File: src/design/dbc_pkg.sv
// Shared types and constants for the Base32 Damm check stream.
// Holds the word formats, the mode codes and the alphabet lookup.
// Used by every module in the design folder.
package dbc_pkg;

    localparam int DIGIT_W = 5;
    localparam int CODE_W  = 8;
    localparam int CHAR_W  = 7;

    // Low five bits of the field polynomial 0x23; the top bit is implied.
    localparam logic [DIGIT_W-1:0] FIELD_POLY_LOW = 5'h03;

    localparam logic MODE_COMPUTE = 1'b0;
    localparam logic MODE_VERIFY  = 1'b1;

    localparam logic [CODE_W-1:0] CODE_HYPHEN = 8'h2D;

    typedef struct packed {
        logic [CODE_W-1:0] char_code;
        logic              last_char;
    } char_word_t;

    typedef struct packed {
        logic [CHAR_W-1:0] check_char;
        logic              check_ok;
        logic              bad_char;
    } result_word_t;

    // Decoded form of one character.
    typedef struct packed {
        logic               hyphen;
        logic               in_alphabet;
        logic [DIGIT_W-1:0] digit;
    } digit_info_t;

    // Multiply by two in GF(2^5) with polynomial 0x23.
    function automatic logic [DIGIT_W-1:0] times_two(input logic [DIGIT_W-1:0] v);
        logic [DIGIT_W-1:0] t;
        t = {v[DIGIT_W-2:0], 1'b0};
        if (v[DIGIT_W-1])
        begin
            t = t ^ FIELD_POLY_LOW;
        end
        return t;
    endfunction

    // Map a digit back to its ASCII character.
    function automatic logic [CHAR_W-1:0] digit_to_char(input logic [DIGIT_W-1:0] d);
        logic [CHAR_W-1:0] c;
        case (d)
            5'd0:    c = 7'h30;
            5'd1:    c = 7'h31;
            5'd2:    c = 7'h32;
            5'd3:    c = 7'h33;
            5'd4:    c = 7'h34;
            5'd5:    c = 7'h35;
            5'd6:    c = 7'h36;
            5'd7:    c = 7'h37;
            5'd8:    c = 7'h38;
            5'd9:    c = 7'h39;
            5'd10:   c = 7'h41; // A
            5'd11:   c = 7'h42; // B
            5'd12:   c = 7'h43; // C
            5'd13:   c = 7'h44; // D
            5'd14:   c = 7'h45; // E
            5'd15:   c = 7'h46; // F
            5'd16:   c = 7'h47; // G
            5'd17:   c = 7'h48; // H
            5'd18:   c = 7'h4A; // J
            5'd19:   c = 7'h4B; // K
            5'd20:   c = 7'h4D; // M
            5'd21:   c = 7'h4E; // N
            5'd22:   c = 7'h50; // P
            5'd23:   c = 7'h51; // Q
            5'd24:   c = 7'h52; // R
            5'd25:   c = 7'h53; // S
            5'd26:   c = 7'h54; // T
            5'd27:   c = 7'h56; // V
            5'd28:   c = 7'h57; // W
            5'd29:   c = 7'h58; // X
            5'd30:   c = 7'h59; // Y
            default: c = 7'h5A; // Z
        endcase
        return c;
    endfunction

endpackage

File: src/design/dbc_decode.sv
// Character decoder: folds case and maps ASCII onto the Crockford Base32 digits.
// Depends on dbc_pkg.
module dbc_decode
    import dbc_pkg::*;
(
    input  logic [CODE_W-1:0] char_code,
    output digit_info_t       info
);

    logic [CODE_W-1:0] upper_code;

    always_comb
    begin
        upper_code = char_code;
        if (char_code >= 8'h61 && char_code <= 8'h7A)
        begin
            upper_code = char_code - 8'h20;
        end
    end

    always_comb
    begin
        info.hyphen      = (char_code == CODE_HYPHEN);
        info.in_alphabet = 1'b1;
        info.digit       = '0;
        case (upper_code)
            8'h30: info.digit = 5'd0;
            8'h31: info.digit = 5'd1;
            8'h32: info.digit = 5'd2;
            8'h33: info.digit = 5'd3;
            8'h34: info.digit = 5'd4;
            8'h35: info.digit = 5'd5;
            8'h36: info.digit = 5'd6;
            8'h37: info.digit = 5'd7;
            8'h38: info.digit = 5'd8;
            8'h39: info.digit = 5'd9;
            8'h41: info.digit = 5'd10;
            8'h42: info.digit = 5'd11;
            8'h43: info.digit = 5'd12;
            8'h44: info.digit = 5'd13;
            8'h45: info.digit = 5'd14;
            8'h46: info.digit = 5'd15;
            8'h47: info.digit = 5'd16;
            8'h48: info.digit = 5'd17;
            8'h4A: info.digit = 5'd18;
            8'h4B: info.digit = 5'd19;
            8'h4D: info.digit = 5'd20;
            8'h4E: info.digit = 5'd21;
            8'h50: info.digit = 5'd22;
            8'h51: info.digit = 5'd23;
            8'h52: info.digit = 5'd24;
            8'h53: info.digit = 5'd25;
            8'h54: info.digit = 5'd26;
            8'h56: info.digit = 5'd27;
            8'h57: info.digit = 5'd28;
            8'h58: info.digit = 5'd29;
            8'h59: info.digit = 5'd30;
            8'h5A: info.digit = 5'd31;
            default: info.in_alphabet = 1'b0;
        endcase
    end

endmodule

File: src/design/dbc_accum.sv
// Running Damm digit and sticky bad flag, plus formation of the result word.
// Depends on dbc_pkg; fed by dbc_decode.
module dbc_accum
    import dbc_pkg::*;
(
    input  logic         clk,
    input  logic         rst_n,
    input  logic         step,
    input  logic         last_char,
    input  digit_info_t  info,
    input  logic         check_mode,
    output result_word_t result
);

    logic [DIGIT_W-1:0] running_reg;
    logic [DIGIT_W-1:0] running_next;
    logic               bad_reg;
    logic               bad_next;
    logic [DIGIT_W-1:0] running_upd;
    logic               bad_upd;

    // A hyphen leaves the state alone; a bad character only sets the flag.
    always_comb
    begin
        running_upd = running_reg;
        bad_upd     = bad_reg;
        if (!info.hyphen)
        begin
            if (info.in_alphabet)
            begin
                running_upd = times_two(running_reg ^ info.digit);
            end
            else
            begin
                bad_upd = 1'b1;
            end
        end
    end

    always_comb
    begin
        result.bad_char   = bad_upd;
        result.check_char = '0;
        result.check_ok   = 1'b0;
        if (check_mode == MODE_COMPUTE)
        begin
            if (!bad_upd)
            begin
                result.check_char = digit_to_char(running_upd);
            end
        end
        else
        begin
            result.check_ok = (running_upd == '0) && !bad_upd;
        end
    end

    always_comb
    begin
        running_next = running_reg;
        bad_next     = bad_reg;
        if (step)
        begin
            if (last_char)
            begin
                running_next = '0;
                bad_next     = 1'b0;
            end
            else
            begin
                running_next = running_upd;
                bad_next     = bad_upd;
            end
        end
    end

    always_ff @(posedge clk or negedge rst_n)
    begin
        if (!rst_n)
        begin
            running_reg <= '0;
            bad_reg     <= 1'b0;
        end
        else
        begin
            running_reg <= running_next;
            bad_reg     <= bad_next;
        end
    end

endmodule

File: src/design/damm_base32_check_stream.sv
// Top level of the Base32 Damm check stream: input register, decode and
// accumulate logic, result register and the mode register.
// Depends on dbc_pkg, dbc_decode and dbc_accum.
//
//   Channel   Signals                              Carries
//   char      char_valid / char_stall / char_word  one ASCII character and last mark
//   res       res_valid / res_stall / res_word     check character, pass flag, bad flag
//   cfg       cfg_valid / cfg_ready / cfg_data     check_mode (0 compute, 1 verify)
//
// One character is taken every cycle while char_stall is low; a result is valid
// once its last character has passed the input register and loaded the result register.
// Reset clears the running digit, the bad flag, the mode and all valid flags.
// Only a last character waits on a held result; other characters keep flowing.
// cfg_ready is always high; the mode is written whenever cfg_valid is high.
module damm_base32_check_stream
    import dbc_pkg::*;
(
    input  logic         clk,
    input  logic         rst_n,
    input  logic         char_valid,
    output logic         char_stall,
    input  char_word_t   char_word,
    output logic         res_valid,
    input  logic         res_stall,
    output result_word_t res_word,
    input  logic         cfg_valid,
    output logic         cfg_ready,
    input  logic         cfg_data
);

    logic         in_valid_reg;
    logic         in_valid_next;
    char_word_t   in_word_reg;
    logic         res_valid_reg;
    logic         res_valid_next;
    result_word_t res_word_reg;
    logic         mode_reg;
    logic         step;
    logic         accept;
    digit_info_t  info;
    result_word_t result;

    dbc_decode u_decode (
        .char_code (in_word_reg.char_code),
        .info      (info)
    );

    dbc_accum u_accum (
        .clk        (clk),
        .rst_n      (rst_n),
        .step       (step),
        .last_char  (in_word_reg.last_char),
        .info       (info),
        .check_mode (mode_reg),
        .result     (result)
    );

    // The held word moves on unless it needs the result slot and the slot is blocked.
    assign step = in_valid_reg
                  && (!in_word_reg.last_char || !res_valid_reg || !res_stall);
    assign char_stall = in_valid_reg && !step;
    assign accept     = char_valid && !char_stall;

    always_comb
    begin
        in_valid_next = in_valid_reg;
        if (accept)
        begin
            in_valid_next = 1'b1;
        end
        else if (step)
        begin
            in_valid_next = 1'b0;
        end
    end

    always_comb
    begin
        res_valid_next = res_valid_reg;
        if (step && in_word_reg.last_char)
        begin
            res_valid_next = 1'b1;
        end
        else if (!res_stall)
        begin
            res_valid_next = 1'b0;
        end
    end

    always_ff @(posedge clk or negedge rst_n)
    begin
        if (!rst_n)
        begin
            in_valid_reg  <= 1'b0;
            res_valid_reg <= 1'b0;
            mode_reg      <= MODE_COMPUTE;
        end
        else
        begin
            in_valid_reg  <= in_valid_next;
            res_valid_reg <= res_valid_next;
            if (cfg_valid && cfg_ready)
            begin
                mode_reg <= cfg_data;
            end
        end
    end

    always_ff @(posedge clk)
    begin
        if (accept)
        begin
            in_word_reg <= char_word;
        end
        if (step && in_word_reg.last_char)
        begin
            res_word_reg <= result;
        end
    end

    assign cfg_ready = 1'b1;
    assign res_valid = res_valid_reg;
    assign res_word  = res_word_reg;

endmodule
File: config.mk
export PLATFORM = sky130hd
export DESIGN_NAME = damm_base32_check_stream
export DESIGN_NICKNAME = d
export VERILOG_FILES = /design/src/design/dbc_pkg.sv /design/src/design/dbc_decode.sv /design/src/design/dbc_accum.sv /design/src/design/damm_base32_check_stream.sv
export SDC_FILE = /design/constraint.sdc
export NUM_CORES = 1
export LEC_CHECK = 0
export CAP_MARGIN = 20
export CORE_ASPECT_RATIO = 0.8
export CORE_UTILIZATION = 55
export CTS_CLUSTER_DIAMETER = 150
export DETAILED_ROUTE_END_ITERATION = 10
export DONT_BUFFER_PORTS = 1
export PLACE_DENSITY = 0.7
export SLEW_MARGIN = 0
export SYNTH_ARGS = -nofsm -noshare
export SYNTH_HDL_FRONTEND = slang
export SYNTH_SLANG_ARGS = --single-unit
File: constraint.sdc
create_clock -name clk -period 6.5 [get_ports clk]
set_input_delay 1.3 -clock clk [delete_from_list [all_inputs] [get_ports clk]]
set_output_delay 1.3 -clock clk [all_outputs]
set_load 0.05 [all_outputs]
== After elaboration in Yosys (flattened, before gate mapping) ==
Memory sizes are Yosys's and may differ from the RTL's. A register that Yosys moved wholly into a read port is not among the register bits.
Index checks and enable logic that the tools add are counted.
Word-level totals
  input bits: 15
  word-level logic and storage cells: 81
  output and inout port bits: 12
  memory bits (read-only): 224
  memories: 1
  bits in registers: 20
Operators by class
  reduce and logical (&&, ||, !) cells: 18
  magnitude comparators: 2
  bitwise operators: 2
  add/sub/neg operators: 1
  mux-type cells: 14
  equal/unequal tests: 34
Memory list
  (no name shown): depth 32, width 7, rd ports 1, clocked after Yosys merged registers in 1, write ports 0, RTL line dbc_pkg.sv:50  | case (d)
Operators with widths (count)
  equality test 8 x 7 -> 1 bit (second input constant): 22
  case mux 5 bit (31 select lines): 1
  equality test 8 x 6 -> 1 bit (second input constant): 11
  OR reduction 32 bit: 1
  2-to-1 mux 5 bit: 3
  greater-or-equal comparator 8 x 7 -> 1 bit (second input constant): 1
  <= comparator 8 x 7 -> 1 bit (second input constant): 1
  2-to-1 mux 1 bit: 8
  2-to-1 mux 8 bit: 1
  subtractor 8 x 6 -> 8 bit (second input constant): 1
  logical AND 1 bit: 6
  logical NOT 1 bit: 6
  logical NOT 5 bit: 1
  bitwise XOR 5 bit: 1
  logical OR 1 bit: 2
  2-to-1 mux 2 bit: 1
  != test 2 x 1 -> 1 bit (second input constant): 1
  inverter 2 bit: 1
  nonzero test 2 bit: 1
  OR reduction 2 bit: 1

== Depth between registers and ports, before layout ==
  depth in word-level cells: 12
  mapped depth: 17
  depth with buffers taken out: 15

== Modules after synthesis ==
Synthesis repeated with hierarchy kept, for this count alone.
Second synthesis, totals
  cell total of the unflattened synthesis: 213
  area total of the unflattened synthesis: 1956.9 sq um
By module, submodules not included
  dbc_accum: cells an instance 90, area each 739.5 sq um, times used 1, sequential area each 150.1 sq um
  damm_base32_check_stream: cells an instance 34, area each 686.9 sq um, times used 1, sequential area each 615.6 sq um
  dbc_decode: cells an instance 89, area each 530.5 sq um, times used 1, sequential area each 0.0 sq um

== Worst setup path before layout ==
Ideal clock, no wire load.
  path type: reg-to-reg
  start point: register in_word_reg[6] (netlist bit)
  end point: register res_word[3] (netlist name)
  setup time: 257 ps
  stages on the path, launching flop included: 17
  setup slack: 2827 ps
  clock period less this slack: 3673 ps
  required time: 6243 ps
  path buffers: 2
  data arrival time: 3417 ps
  path through: edfxtp_1 -> inv_1 -> ha_1 -> nor4b_4 -> o311ai_2 -> and2_1 -> buf_6 -> a2bb2oi_2 -> buf_2 -> nor2_1 -> or2_2 -> inv_1 -> ha_1 -> or4b_1 -> nand3_1 -> mux2i_1 -> a32o_1
On the way
  cells in the longest elaborated chain, start to end: 10
  elaborated cells between the ends (all ways): 49
  those cells by class: 1 x add/sub; 2 x order compare; 33 x eq/ne; 8 x mux; 2 x bitwise; 3 x reduce/logical
RTL lines
  from (decl): RTL line damm_base32_check_stream.sv:33  | char_word_t in_word_reg;
  from (signal assigned): RTL line damm_base32_check_stream.sv:113  | in_word_reg <= char_word;
  greater-or-equal comparator 8 x 7 -> 1 bit / <= comparator 8 x 7 -> 1 bit (equally long branches): RTL line dbc_decode.sv:15  | if (char_code >= 8'h61 && char_code <= 8'h7A)
  logical AND 1 bit: RTL line dbc_decode.sv:15
  2-to-1 mux 8 bit: RTL line dbc_decode.sv:15
  equality test 8 x 7 -> 1 bit / equality test 8 x 6 -> 1 bit (equally long branches): RTL line dbc_decode.sv:26  | case (upper_code)
  case mux 5 bit (31 select lines): RTL line dbc_decode.sv:26
  bitwise XOR 5 bit: RTL line dbc_accum.sv:31  | running_upd = times_two(running_reg ^ info.digit);
  inverter 2 bit (no line)
  2-to-1 mux 2 bit: RTL line dbc_pkg.sv:40  | if (v[DIGIT_W-1])
  2-to-1 mux 5 bit: RTL line dbc_accum.sv:29  | if (info.in_alphabet)
  2-to-1 mux 5 bit: RTL line dbc_accum.sv:27  | if (!info.hyphen)
Several ways; a longest one is shown, not always the timed one.
A chain may end at the register's enable or synchronous reset.

== Final worst setup path ==
  start point: register in_word_reg[3] (netlist bit)
  end point: register res_word[4] (netlist name)
On the way
  cells in the longest elaborated chain, start to end: 10
  elaborated cells between the ends (all ways): 49
  those cells by class: 1 x add/sub; 2 x order compare; 33 x eq/ne; 8 x mux; 2 x bitwise; 3 x reduce/logical
RTL lines (RTL line)
  greater-or-equal comparator 8 x 7 -> 1 bit / <= comparator 8 x 7 -> 1 bit (equally long branches): dbc_decode.sv:15
  logical AND 1 bit: dbc_decode.sv:15
  2-to-1 mux 8 bit: dbc_decode.sv:15
  equality test 8 x 7 -> 1 bit / equality test 8 x 6 -> 1 bit (equally long branches): dbc_decode.sv:26
  case mux 5 bit (31 select lines): dbc_decode.sv:26
  bitwise XOR 5 bit: dbc_accum.sv:31
  inverter 2 bit (no line)
  2-to-1 mux 2 bit: dbc_pkg.sv:40
  2-to-1 mux 5 bit: dbc_accum.sv:29
  2-to-1 mux 5 bit: dbc_accum.sv:27
Several ways; a longest one is shown, not always the timed one.

==> reports/metrics.cfg <==
[sta]
finalHoldViolations = 0
max_slew_margin_pct = 48.60
setup_viol = 0
tightest_slew_ns = 0.7710
min_period_over_period_pct = 64.85
period_needed_ns = 4.216
fin_setup_tns_ns = 0
slew_viol_final = 0
setup_slack_ns = 2.284
grt_setup_unrepaired = false
hold-worst-slack_ns = 0.5854
clock_skew_ns = 0.009944
fmax_mhz = 237.2

[route]
ant_nets = 0
drt-total-wl_mm = 5.070
drtPass1Iterations = 5
wl_per_cell_um = 16.84
vias = 1953
viasPerCell = 6.488
drc = 0
drt_iter0_drc = 256

[cts]
htreeDepth = 1
cts-root-buf = clkbuf_8
cts_tree = done
clk_pin_slew_worst_paths_ns = 0.10
clk_path_buf_depth = 2
post_cts_buffers = 0
worstSkewPairLatency_ns = 0.27
clock_sinks = 27
cts_hold_buf = 0
numCtsBuffers = 3
ctsResizeCount = 0

[die]
rows = 20
die-area_um2 = 4544
start_util_pct = 59.49
core_um2 = 3954
die_h_um = 60.50
pin_count = 27
die_w_um = 75.12

[power_and_ir_drop]
switching_share_pct = 37.23
intPower_uw = 305.3
combPwrFrac_pct = 32.9
peakVddDrop_mv = 0.1468
p_per_area_nw_per_um2 = 205.6
power_frac_seq_pct = 47.1
p_leak_nw = 0.8810
p_sw_uw = 181.1
p_clk_share_pct = 20.0

[worst_setup_path]
startpoint = in_word_reg[3]$_DFFE_PP_
crit_path_cell_trace = mux2_1 -> mux2i_1 -> a211oi_2 -> a2bb2oi_2 -> nor2_1 -> nor3_4 -> inv_2 -> ha_1 -> maj3_1 -> a221oi_1 -> o31ai_1
r2r_setup_slack_ns = 2.28
worst-path-max-fanout = 27
crit_slowest_cell = edfxtp_1
critical_path.max_stage_delay_ns = 0.86
arrival_ns = 4.25
rr_worst_depth = 11
reg2reg_to = res_word[4]$_SDFFCE_PP0P_
required_ns = 6.54
endpoint = res_word[4]$_SDFFCE_PP0P_
endpoint_kind = flop
timing_worst_setup_path_type = reg -> reg
worst_setup_path_start_kind = flop
r2r-start = in_word_reg[3]$_DFFE_PP_

[grt]
antenna_found_initial = 0
grt.overflow.total = 0
grt.total_usage_pct = 23.97
grt_max_degree = 28
grt_pass1_vias = 1612
grt_pass1_wl_mm = 8.204

[placement]
place.gp.congestion = 0.9243
hpwl_mm = 3.727
placedCellCount = 297
portBuffers = 0
dp_worst_setup_slack_ns = 2.321

[logic_synthesis]
ys_seq_elements = 27
synth_fp_nets = 282
yosysSeqAreaShare_pct = 32.55
synth_edf_count = 18
netlist_instances = 260
syn_area_per_cell_um2 = 9.047
ys_warn_count = 0
async_flop_share_pct = 33.33
yosysUniqueCellTypes = 78
syn_area_um2 = 2352
synthFlopType = edfxtp_1

[status]
outcome = complete, no violations

[cells_and_area]
fin_cells = 301
antenna_cells = 0
layout-drive-gt1-share_pct = 10.16
syn2layout_area_growth_pct = 0.5851
nets = 269
final_cell_mix = nand2_1, edfxtp_1, o21ai_0
final_common_cell = nand2_1

[hold_path]
whs_path_depth = 2
min_path_type = reg -> reg

[job]
cap_violations = 0

[through the flow]
step | utilization (%) | instance area, um2 | total power [mW]
after global placement | 58.61 | 2317 | 0.3885
after detailed placement | 58.61 | 2317 | 0.3894
final | 59.84 | 2366 | 0.4864
after CTS | 59.84 | 2366 | 0.4862
after floorplan | - | 2352 | 0.3618
after global routing | 59.84 | 2366 | 0.5134
[final cells by class]
type                       instances  area, um2
inverter                          13      48.80
sequential                        27      765.7
multi-input combinational        202       1434
clock buffer                       3      41.29
tap                               55      68.82
fill                             362       1588
clock inverter                     1      7.507
[how the worst min path moves through the flow]
stage	to	from	slack [ns]
floorplan	u_accum.running_reg[4]$_DFFE_PN0P_	u_accum.running_reg[4]$_DFFE_PN0P_	0.51
global placement	u_accum.running_reg[4]$_DFFE_PN0P_	u_accum.running_reg[4]$_DFFE_PN0P_	0.58
detailed placement	mode_reg$_DFFE_PN0P_	mode_reg$_DFFE_PN0P_	0.57
CTS	mode_reg$_DFFE_PN0P_	mode_reg$_DFFE_PN0P_	0.59
global route	mode_reg$_DFFE_PN0P_	mode_reg$_DFFE_PN0P_	0.61
finish	u_accum.running_reg[0]$_DFFE_PN0P_	u_accum.running_reg[0]$_DFFE_PN0P_	0.59
[cells in the mapped netlist (3+ instances only)]
master / n / area [um2]
a21oi_1: 9 / 45.04
nor2b_1: 5 / 31.28
clkbuf_1: 4 / 15.01
a22oi_1: 3 / 22.52
and3_1: 3 / 18.77
and2_1: 6 / 37.54
o21ai_1: 4 / 20.02
nor4_1: 3 / 18.77
edfxtp_1: 18 / 540.5
nor2_1: 12 / 45.04
mux2i_1: 3 / 30.03
nand2b_1: 11 / 68.82
o21ai_0: 14 / 70.07
buf_4: 3 / 22.52
a21boi_0: 3 / 22.52
or2_2: 3 / 18.77
nor3_1: 6 / 30.03
nand3_1: 12 / 60.06
nand3b_1: 3 / 22.52
a211oi_1: 6 / 45.04
o31ai_1: 3 / 22.52
ha_1: 7 / 87.58
nor3b_1: 3 / 22.52
nand2_1: 21 / 78.83
dfrtp_1: 9 / 225.2
inv_1: 12 / 45.04
buf_2: 8 / 40.04
[cell families after synthesis]
| group | count (synthesis) | synth area share, % |
|---|---|---|
| AND/OR/NAND/NOR | 105 | 26.60 |
| AO/OA/AOI/OAI | 78 | 25.90 |
| buffers and inverters | 31 | 6.489 |
| flip-flops | 27 | 32.55 |
| adder cells (fa/ha/maj) | 9 | 4.574 |
| multiplexers | 5 | 2.234 |
| XOR/XNOR | 4 | 1.490 |
| other | 1 | 0.1594 |
[power groups by stage]
stage                     clock network [mW]  registers [mW]  logic (mW)
after floorplan                            0           0.219       0.143
after global placement                     0           0.232       0.156
after detailed placement                   0           0.233       0.157
after CTS                             0.0999           0.229       0.157
after global routing                   0.106           0.232       0.176
final                                 0.0972           0.229       0.160
[critical path, delay by kind of cell, from the launching register on]
kind	cells	cell delay (ns)
AOI/OAI and AO/OA	4	1.51
adders and majority gates	2	0.69
buffers and inverters	1	0.15
DFF	1	0.86
muxes	2	0.32
and+or+nand+nor	2	0.45
[metal layers]
metal,track usage (%),vias up,wire length [um]
met4,3.235,0,19
li1,-,952,-
met2,33.08,73,2053
met3,3.654,2,306
met1,39.62,926,2691
met5,0,-,0
Power figures use the tool's default switching activity.
